`src/hw/rtl/tkcl_pkg.sv`:
```
// Shared types, constants and the key grid decoder for the touch keypad code lock.
package tkcl_pkg;

  // Entry length, shortest entry that is not reported as short, buffer sizing.
  localparam int CODE_LEN = 6;
  localparam int MIN_LEN  = 5;
  localparam int CNT_W    = $clog2(CODE_LEN + 1);
  localparam int IDX_W    = (CODE_LEN > 1) ? $clog2(CODE_LEN) : 1;
  localparam int CODE_W   = 24;
  localparam int DIGIT_W  = 4;

  // Configuration port.
  localparam int PADDR_W = 3;
  localparam int PDATA_W = 32;
  localparam logic [PADDR_W-1:0] ADDR_STORED_CODE = 3'd0;

  // Touch event operations.
  localparam logic [1:0] OP_SET_X   = 2'd0;
  localparam logic [1:0] OP_SET_Y   = 2'd1;
  localparam logic [1:0] OP_RELEASE = 2'd2;

  // Key codes.
  localparam logic [3:0] KEY_MAX_DIGIT = 4'd9;
  localparam logic [3:0] KEY_DEL       = 4'd10;
  localparam logic [3:0] KEY_ENT       = 4'd11;
  localparam logic [3:0] KEY_NONE      = 4'd12;

  // Event status codes.
  localparam logic [2:0] ST_NONE    = 3'd0;
  localparam logic [2:0] ST_STORED  = 3'd1;
  localparam logic [2:0] ST_REMOVED = 3'd2;
  localparam logic [2:0] ST_SHORT   = 3'd3;
  localparam logic [2:0] ST_WRONG   = 3'd4;
  localparam logic [2:0] ST_OK      = 3'd5;

  // Key grid boundaries in screen coordinates.
  localparam logic [9:0] COL_LEFT_LO  = 10'd221;
  localparam logic [9:0] COL_MID_LO   = 10'd328;
  localparam logic [9:0] COL_RIGHT_LO = 10'd450;
  localparam logic [9:0] COL_RIGHT_HI = 10'd580;
  localparam logic [9:0] ROW0_LO      = 10'd110;
  localparam logic [9:0] ROW1_LO      = 10'd192;
  localparam logic [9:0] ROW2_LO      = 10'd271;
  localparam logic [9:0] ROW3_LO      = 10'd336;
  localparam logic [9:0] ROW3_HI      = 10'd420;

  // One touch event request.
  typedef struct packed {
    logic [1:0] op;
    logic [9:0] coord;
  } in_req_t;

  // One result per touch event.
  typedef struct packed {
    logic [2:0] status;
    logic [2:0] digit_count;
    logic [3:0] key;
  } out_rsp_t;

  // Map a latched touch point onto the 3x4 keypad; outside the grid is no key.
  function automatic logic [3:0] decode_key(input logic [9:0] x, input logic [9:0] y);
    logic       col_ok;
    logic       row_ok;
    logic [1:0] col;
    logic [1:0] row;
    logic [3:0] k;
    col_ok = 1'b1;
    row_ok = 1'b1;
    col    = 2'd0;
    row    = 2'd0;
    if (x > COL_LEFT_LO && x < COL_MID_LO) begin
      col = 2'd0;
    end else if (x >= COL_MID_LO && x < COL_RIGHT_LO) begin
      col = 2'd1;
    end else if (x >= COL_RIGHT_LO && x < COL_RIGHT_HI) begin
      col = 2'd2;
    end else begin
      col_ok = 1'b0;
    end
    if (y > ROW0_LO && y < ROW1_LO) begin
      row = 2'd0;
    end else if (y >= ROW1_LO && y < ROW2_LO) begin
      row = 2'd1;
    end else if (y >= ROW2_LO && y < ROW3_LO) begin
      row = 2'd2;
    end else if (y >= ROW3_LO && y < ROW3_HI) begin
      row = 2'd3;
    end else begin
      row_ok = 1'b0;
    end
    case ({row, col})
      4'b0000: k = 4'd1;
      4'b0001: k = 4'd2;
      4'b0010: k = 4'd3;
      4'b0100: k = 4'd4;
      4'b0101: k = 4'd5;
      4'b0110: k = 4'd6;
      4'b1000: k = 4'd7;
      4'b1001: k = 4'd8;
      4'b1010: k = 4'd9;
      4'b1100: k = KEY_DEL;
      4'b1101: k = 4'd0;
      4'b1110: k = KEY_ENT;
      default: k = KEY_NONE;
    endcase
    if (!col_ok || !row_ok) begin
      k = KEY_NONE;
    end
    return k;
  endfunction

endpackage

```
`src/hw/rtl/touch_keypad_code_lock.sv`:
```
// Touch keypad code lock: key decode, digit buffer and code check in one registered pass.
// The lock takes one touch event per clock cycle unless stalled and returns one result per event.
// An event is held in an input register, decoded and applied to the latches and the
// digit buffer in a single pass of shallow logic, and its result lands in the output
// register once the output register can take it. The input side keeps accepting while a
// result waits, and stalls only when the input register is full and the output register
// is full and stalled. The code must be written through the APB port at byte address 0
// only while the lock is idle; the block itself does not enforce this.
module touch_keypad_code_lock
  import tkcl_pkg::*;
(
  input  logic               clk,
  input  logic               rst_n,
  // Touch event channel
  input  logic               in_valid,
  output logic               in_stall,
  input  in_req_t            in_data,
  // Result channel
  output logic               out_valid,
  input  logic               out_stall,
  output out_rsp_t           out_data,
  // Configuration port
  input  logic               psel,
  input  logic               penable,
  input  logic               pwrite,
  input  logic [PADDR_W-1:0] paddr,
  input  logic [PDATA_W-1:0] pwdata,
  output logic [PDATA_W-1:0] prdata,
  output logic               pready
);

  logic [CODE_W-1:0]  code_r;
  logic               s1_vld_r;
  in_req_t            s1_req_r;
  logic               out_vld_r;
  out_rsp_t           out_rsp_r;
  logic [9:0]         x_r;
  logic [9:0]         y_r;
  logic [9:0]         x_nxt;
  logic [9:0]         y_nxt;
  logic [CNT_W-1:0]   cnt_r;
  logic [CNT_W-1:0]   cnt_nxt;
  logic [DIGIT_W-1:0] buf_r [CODE_LEN];

  logic               out_adv;
  logic               s1_fire;
  logic               in_acc;
  logic [3:0]         key;
  logic               is_digit;
  logic               buf_we;
  logic [CNT_W-1:0]   cnt_inc;
  logic               match;
  logic [2:0]         status;
  out_rsp_t           rsp;

  // Configuration register: written on the access phase, read back at any time.
  assign pready = 1'b1;

  always_ff @(posedge clk) begin
    if (!rst_n) begin
      code_r <= '0;
    end else if (psel && penable && pwrite && paddr == ADDR_STORED_CODE) begin
      code_r <= pwdata[CODE_W-1:0];
    end
  end

  always_comb begin
    prdata = '0;
    if (paddr == ADDR_STORED_CODE) begin
      prdata = {{(PDATA_W-CODE_W){1'b0}}, code_r};
    end
  end

  // Handshake: the output register frees when empty or taken, the input register
  // moves forward whenever the output register can take its result.
  assign out_adv  = !out_vld_r || !out_stall;
  assign s1_fire  = s1_vld_r && out_adv;
  assign in_stall = s1_vld_r && !out_adv;
  assign in_acc   = in_valid && !in_stall;

  always_ff @(posedge clk) begin
    if (!rst_n) begin
      s1_vld_r <= 1'b0;
    end else if (in_acc) begin
      s1_vld_r <= 1'b1;
    end else if (s1_fire) begin
      s1_vld_r <= 1'b0;
    end
    if (in_acc) begin
      s1_req_r <= in_data;
    end
  end

  // Key decode of the latched point on a release.
  always_comb begin
    key = KEY_NONE;
    if (s1_req_r.op == OP_RELEASE) begin
      key = decode_key(x_r, y_r);
    end
  end

  assign is_digit = (key <= KEY_MAX_DIGIT);
  assign cnt_inc  = cnt_r + CNT_W'(1);

  // Compare the entry with the new digit placed at the current count position.
  // Digit i sits in the code from the top nibble down.
  always_comb begin
    logic [DIGIT_W-1:0] d;
    match = 1'b1;
    for (int i = 0; i < CODE_LEN; i++) begin
      d = (cnt_r == CNT_W'(i)) ? key : buf_r[i];
      if (d != code_r[CODE_W-DIGIT_W-DIGIT_W*i +: DIGIT_W]) begin
        match = 1'b0;
      end
    end
  end

  // Event processing: latches, digit buffer, count and status.
  always_comb begin
    x_nxt   = x_r;
    y_nxt   = y_r;
    cnt_nxt = cnt_r;
    buf_we  = 1'b0;
    status  = ST_NONE;
    case (s1_req_r.op)
      OP_SET_X: begin
        x_nxt = s1_req_r.coord;
      end
      OP_SET_Y: begin
        y_nxt = s1_req_r.coord;
      end
      OP_RELEASE: begin
        if (is_digit) begin
          buf_we = 1'b1;
          if (cnt_inc >= CNT_W'(CODE_LEN)) begin
            // Entry is full: check it at once.
            cnt_nxt = '0;
            if (cnt_inc < CNT_W'(MIN_LEN)) begin
              status = ST_SHORT;
            end else if (cnt_inc != CNT_W'(CODE_LEN)) begin
              status = ST_WRONG;
            end else begin
              status = match ? ST_OK : ST_WRONG;
            end
          end else begin
            cnt_nxt = cnt_inc;
            status  = ST_STORED;
          end
        end else if (key == KEY_DEL) begin
          if (cnt_r != '0) begin
            cnt_nxt = cnt_r - CNT_W'(1);
            status  = ST_REMOVED;
          end
        end else if (key == KEY_ENT) begin
          // Enter always clears and reports a short or wrong entry; a full entry never waits here.
          cnt_nxt = '0;
          if (cnt_r < CNT_W'(MIN_LEN)) begin
            status = ST_SHORT;
          end else begin
            status = ST_WRONG;
          end
        end
      end
      default: begin
        status = ST_NONE;
      end
    endcase
  end

  always_comb begin
    rsp.status      = status;
    rsp.digit_count = cnt_nxt;
    rsp.key         = key;
  end

  // State registers, updated once per event as it leaves the input register.
  always_ff @(posedge clk) begin
    if (!rst_n) begin
      x_r   <= '0;
      y_r   <= '0;
      cnt_r <= '0;
    end else if (s1_fire) begin
      x_r   <= x_nxt;
      y_r   <= y_nxt;
      cnt_r <= cnt_nxt;
    end
  end

  // Digit buffer: no reset, only entries below the count are ever compared.
  always_ff @(posedge clk) begin
    if (s1_fire && buf_we && cnt_r < CNT_W'(CODE_LEN)) begin
      buf_r[cnt_r[IDX_W-1:0]] <= key;
    end
  end

  // Output register.
  always_ff @(posedge clk) begin
    if (!rst_n) begin
      out_vld_r <= 1'b0;
    end else if (out_adv) begin
      out_vld_r <= s1_vld_r;
    end
    if (s1_fire) begin
      out_rsp_r <= rsp;
    end
  end

  assign out_valid = out_vld_r;
  assign out_data  = out_rsp_r;

endmodule
```
`config.mk`:
```
export PLATFORM = sky130hd
export DESIGN_NAME = touch_keypad_code_lock
export DESIGN_NICKNAME = d
export VERILOG_FILES = /design/src/hw/rtl/tkcl_pkg.sv /design/src/hw/rtl/touch_keypad_code_lock.sv
export SDC_FILE = /design/constraint.sdc
export NUM_CORES = 1
export LEC_CHECK = 0
export ABC_AREA = 1
export BUFFER_PORTS_ARGS = -buffer_cell sky130_fd_sc_hd__buf_4
export CAP_MARGIN = 20
export CORE_AREA = 10 10 124 126
export CTS_BUF_LIST = sky130_fd_sc_hd__clkbuf_8
export DETAILED_ROUTE_END_ITERATION = 10
export DIE_AREA = 0 0 134 136
export PLACE_DENSITY = 0.59
export SLEW_MARGIN = 30
export SYNTH_ARGS = -nofsm -noshare
export SYNTH_HDL_FRONTEND = slang
export SYNTH_SLANG_ARGS = --single-unit
```
`constraint.sdc`:
```
create_clock -name clk -period 6 [get_ports clk]
set_input_delay 0.9 -clock clk [delete_from_list [all_inputs] [get_ports clk]]
set_output_delay 0.9 -clock clk [all_outputs]
set_load 0.01 [all_outputs]
```
## Word level (Yosys, flattened, before mapping)

Memory sizes are Yosys's and may differ from the RTL's.
Index checks and enable logic that the tools add are counted.

- Add/sub/neg operators: 2
- Multiply operators: 0
- Div/mod/pow operators: 0
- Order comparisons: 19
- Equal/unequal tests: 16
- Shift operators: 0
- Mux-type cells: 54
- Bitwise operators: 0
- Reductions and logical operators: 30

Operators with widths:

| kind | number |
|---|---|
| $lt 10x9->1 const B | 5 |
| $ge 10x9->1 const B | 4 |
| $mux 3 | 12 |
| $mux 4 | 8 |
| $mux 24 | 1 |
| $ne 4x4->1 | 6 |
| $mux 1 | 23 |
| $mux 2 | 10 |
| $logic_and 1x1->1 | 15 |
| $ge 10x8->1 const B | 1 |
| $gt 10x7->1 const B | 1 |
| $gt 10x8->1 const B | 1 |
| $lt 10x10->1 const B | 1 |
| $lt 10x8->1 const B | 1 |
| $lt 3x3->1 const B | 3 |
| $eq 4x4->1 const B | 2 |
| $eq 3x2->1 const B | 2 |
| $eq 3x3->1 const B | 2 |
| $logic_not 1->1 | 6 |
| $logic_not 3->1 | 2 |
| $le 4x4->1 const B | 1 |
| $reduce_and 2->1 | 2 |
| $add 3x1->3 const B | 1 |
| $eq 3x1->1 const B | 1 |
| other kinds (9) | 10 |

- Register bits after elaboration: 71
- Latch bits: 0
- Bits in writable memories: 24
- ROM bits: 64
- Bits of input ports: 54
- Output and inout bits: 45
- Logic and storage cells: 134
- Memories: 2

Memory list:

| memory | depth | bits a word | read ports | clocked after Yosys merged registers in | write ports | line | RTL |
|---|---|---|---|---|---|---|---|
| (no name shown) | 16 | 4 | 1 | 0 | 0 | tkcl_pkg.sv:91 | `case ({row, col})` |
| buf_r | 6 | 4 | 6 | 0 | 1 | touch_keypad_code_lock.sv:43 | `logic [DIGIT_W-1:0] buf_r [CODE_LEN];` |

## Logic depth before layout (Yosys ltp)

- Depth after elaboration: 24
- Depth in mapped cells: 24
- Depth with buffers taken out: 23

## Worst setup path before layout

No wires, ideal clock.

- Kind: input to register
- From: input out_stall
- To: register y_r[0]
- Setup time: 116 ps
- Arrival: 2622 ps
- Slack: 3262 ps
- Stages on the path: 9
- Path through: nand2_1 inv_1 nor2_1 inv_1 nor3_1 inv_1 clkbuf_1 nor2_1 nor2_1

- Cells in the longest elaborated chain, start to end: 4

Ends and longest elaborated chain:

| element | line | RTL |
|---|---|---|
| from (decl) | touch_keypad_code_lock.sv:20 | `input logic out_stall,` |
| $logic_not 1->1 | touch_keypad_code_lock.sv:76 | `assign out_adv = !out_vld_r \|\| !out_stall;` |
| $logic_or 1x1->1 | touch_keypad_code_lock.sv:76 |  |
| $logic_and 1x1->1 | touch_keypad_code_lock.sv:77 | `assign s1_fire = s1_vld_r && out_adv;` |
| named net s1_fire | touch_keypad_code_lock.sv:46 | `logic s1_fire;` |
| $reduce_and 2->1 (no line) | -- |  |
| to (signal assigned) | touch_keypad_code_lock.sv:184 | `y_r <= y_nxt;` |
| to (decl) | touch_keypad_code_lock.sv:38 | `logic [9:0] y_r;` |

The timed path passes the listed nets, and every way through them passes these cells.
A chain may end at the register's enable or synchronous reset.

## Worst setup path after layout

- From: register y_r[3]
- To: memory buf_r[0][3] (enable)

- Cells in the longest elaborated chain, start to end: 18

Ends and longest elaborated chain:

| element | line | RTL |
|---|---|---|
| branches (longest 9 deep; another with $ge 10x9->1) | -- |  |
| $mux 4 (*) | tkcl_pkg.sv:106 | `if (!col_ok \|\| !row_ok) begin` |
| $mux 4 (*) | touch_keypad_code_lock.sv:97 | `if (s1_req_r.op == OP_RELEASE) begin` |
| $le 4x4->1 (*) | touch_keypad_code_lock.sv:102 | `assign is_digit = (key <= KEY_MAX_DIGIT);` |
| $mux 1 (*) | touch_keypad_code_lock.sv:133 | `if (is_digit) begin` |
| $mux 1 (*) | touch_keypad_code_lock.sv:125 | `case (s1_req_r.op)` |
| $logic_and 1x1->1 (*) (2 in a row) | touch_keypad_code_lock.sv:191 | `if (s1_fire && buf_we && cnt_r < CNT_W'(CODE_LEN)) begin` |
| $mux 1 (*) | touch_keypad_code_lock.sv:191 |  |
| $mux 1 (not written as such) (*) | touch_keypad_code_lock.sv:192 | `buf_r[cnt_r[IDX_W-1:0]] <= key;` |
| to (decl) | touch_keypad_code_lock.sv:43 |  |

Mark *: on every way between the ends. The select of a mux whose other input is x is not followed.

==> results.cfg <==
[die]
fp.coreArea_um2 = 13000
dieHeight_um = 136
chipWidth_um = 134
die_area_um2 = 18200
num_rows = 42
initial_core_util = 0.390
pin_count = 99

[worst_setup_path]
timing.critical_path.buf_inv = 2
critPathMaxFanout = 22
crit_end = buf_r[0][3]
cp_top_family = simple AND/OR/NAND/NOR gates
reg2regPathDepth = 14
crit_start = y_r[3]
arrival_ns = 3.56
slowest_delay_ns = 0.56
end_kind = register
reg2reg_from = y_r[3]
r2r-end = buf_r[0][3]
r2r_slack_ns = 2.46
crit_required_ns = 6.02
critical_path_class = reg2reg
cp_cell_sequence = nand2_1 > nor2_2 > nor2_1 > nor2_1 > nand2_1 > nand2_4 > nor2_4 > nor2_4 > nand3_2 > inv_1 > a21oi_2 > inv_2 > nand3_1 > nor3_1
critPathSlowestCell = nor3_1
cp-start-kind = register
crit_cells = 14

[sta]
finalMaxSlewViolations = 0
finalSetupViolCount = 0
max_clock_freq_mhz = 282
hold_viol_final = 0
rsz0062_at_grt = false
hold_ws_ns = 0.487
skew_ns = 0.0135
finalSetupTns_ns = 0
setup_ws_ns = 2.46
period_share = 0.590
max_slew.worst_pin.slew_ns = 0.704
slew_headroom = 0.530
period_minus_slack_ns = 3.54

[clocking]
clk_pin_slew_ns = 0.10
post_cts_buffers = 0
cts_sinks = 94
root_buffer = clkbuf_8
cts_hold_buf = 0
htree_levels = 3
cts_buffers = 9
clk_path_buf_depth = 2
post_cts_resized = 0
cts_tree = done
clock_latency_ns = 0.38

[final_layout]
nets = 795
finish.utilization = 0.463
most-common-layout-cells = nand2_1, buf_4, inv_1, nor2_1, o21ai_0
final_cell_area_um2 = 6010
syn_to_final_growth_pct = 18.7
stdcell_count = 912
antenna_cells = 0
drive_gt1_frac = 0.190
final_common_cell = nand2_1

[job]
cap_violations = 0

[global_routing]
grt_overflow_total = 0
grt_max_degree = 49
gr-usage-all-layers = 0.143
grt_pass1_wl_mm = 21.3
grt_pass1_vias = 4249
antenna_found_initial = 0

[logic_synthesis]
yosys_warnings = 0
yosysTopAreaCellShare = 0.273
seq_area_frac_synth = 0.463
netlist_area_um2 = 5060
syn_avg_cell_area_um2 = 7.69
synth_edf_count = 46
synth-seq-cells = 94
syn_inst = 658
async_flop_share = 0
synth_ff_type = dfxtp_1
synth_area_leaders = edfxtp_1, dfxtp_1, nand2_1, inv_1, nor2_1
synth.largest_area_cell = edfxtp_1
synth_cell_types = 33

[pwr]
ir_worst_vdd_mv = 0.172
p_leak_nw = 2.59
total_power_mw = 1.34
powerDensity_nw_per_um2 = 223

[placement]
dp.cells = 896
pre_cts_slack_ns = 2.46
dp_hpwl_mm = 9.98
gp_congestion = 0.860
dpl-instance-area_um2 = 5770
io_buffers = 81

[routing]
drcViolationCount = 0
vias = 4470
drt-total-wl_mm = 13.1
wl_per_cell_um = 14.3
dr.first_iter.drc_count = 374
antenna_left = 0
drt_first_pass_iters = 5
viasPerCell = 4.90

[hold_path]
hold_class = reg2reg
hold_path_startpoint = s1_req_r[0]

[status]
outcome = finished clean
==> how the worst min path moves through the flow <==
stage	end	slack (ns)	depth (start not counted)
2_1_floorplan	y_r[0]	0.45	2
3_3_place_gp	y_r[0]	0.47	2
3_5_place_dp	y_r[0]	0.47	2
4_1_cts	y_r[0]	0.50	2
5_1_grt	y_r[0]	0.53	2
6_report	y_r[0]	0.49	2
==> registers in the layout, indices dropped and copies added, names as in the netlist <==
name       cells
buf_r         24
cnt_r          3
code_r        24
out_data      10
out_valid      1
s1_req_r      12
s1_vld_r       1
x_r            9
y_r           10
==> synth_stat cells (5+ instances only) <==
library cell and number:
clkbuf_1 14, ha_1 10, edfxtp_1 46, nand2_2 5
nor2_1 74, or2_2 12, o21ai_0 52, dfxtp_1 48
nand3_2 6, nor2_2 5, nand3_1 49, nand2_1 142
nor3_1 9, inv_1 75, nand4_1 21, a21oi_1 49
o21ai_1 6, buf_4 10
==> power by group <==
group          switching [mW]  internal, mW  total [mW]  leakage [nW]
clock                   0.238         0.261       0.500         0.121
sequential             0.0121         0.687       0.700         0.805
combinational          0.0902        0.0523       0.142          1.67
total                   0.341          1.00        1.34          2.59
==> final cells by class <==
type	instances	area, µm²
fill	1311	6970
sequential	94	2340
multi-input combinational	464	2290
timing repair buffer	82	616
inverter	80	305
tap	176	220
clock buffer	11	151
clock inverter	5	86.3
==> worst min-delay path, cell delays in order, from the launching register on <==
cell and delay (ns):
edfxtp_1 0.34, nor2_1 0.04, nor2_1 0.08
==> cells by family after synthesis <==
| logic type | share of synthesized area |
|---|---|
| XOR/XNOR | 0.00173 |
| AO/OA/AOI/OAI | 0.121 |
| buffers and inverters | 0.0910 |
| flip-flops | 0.463 |
| adder cells (fa/ha/maj) | 0.0247 |
| other | 0.00148 |
| AND/OR/NAND/NOR | 0.298 |
==> per-layer routing <==
layer / vias to the layer above / track usage / routed length (µm)
met3: 13 / 0.0421 / 816
met1: 2040 / 0.188 / 6440
met5: - / 0 / 0
met4: 0 / 0.0496 / 168
met2: 123 / 0.219 / 5670
li1: 2294 / - / -
(Power assumes the default switching activity.)
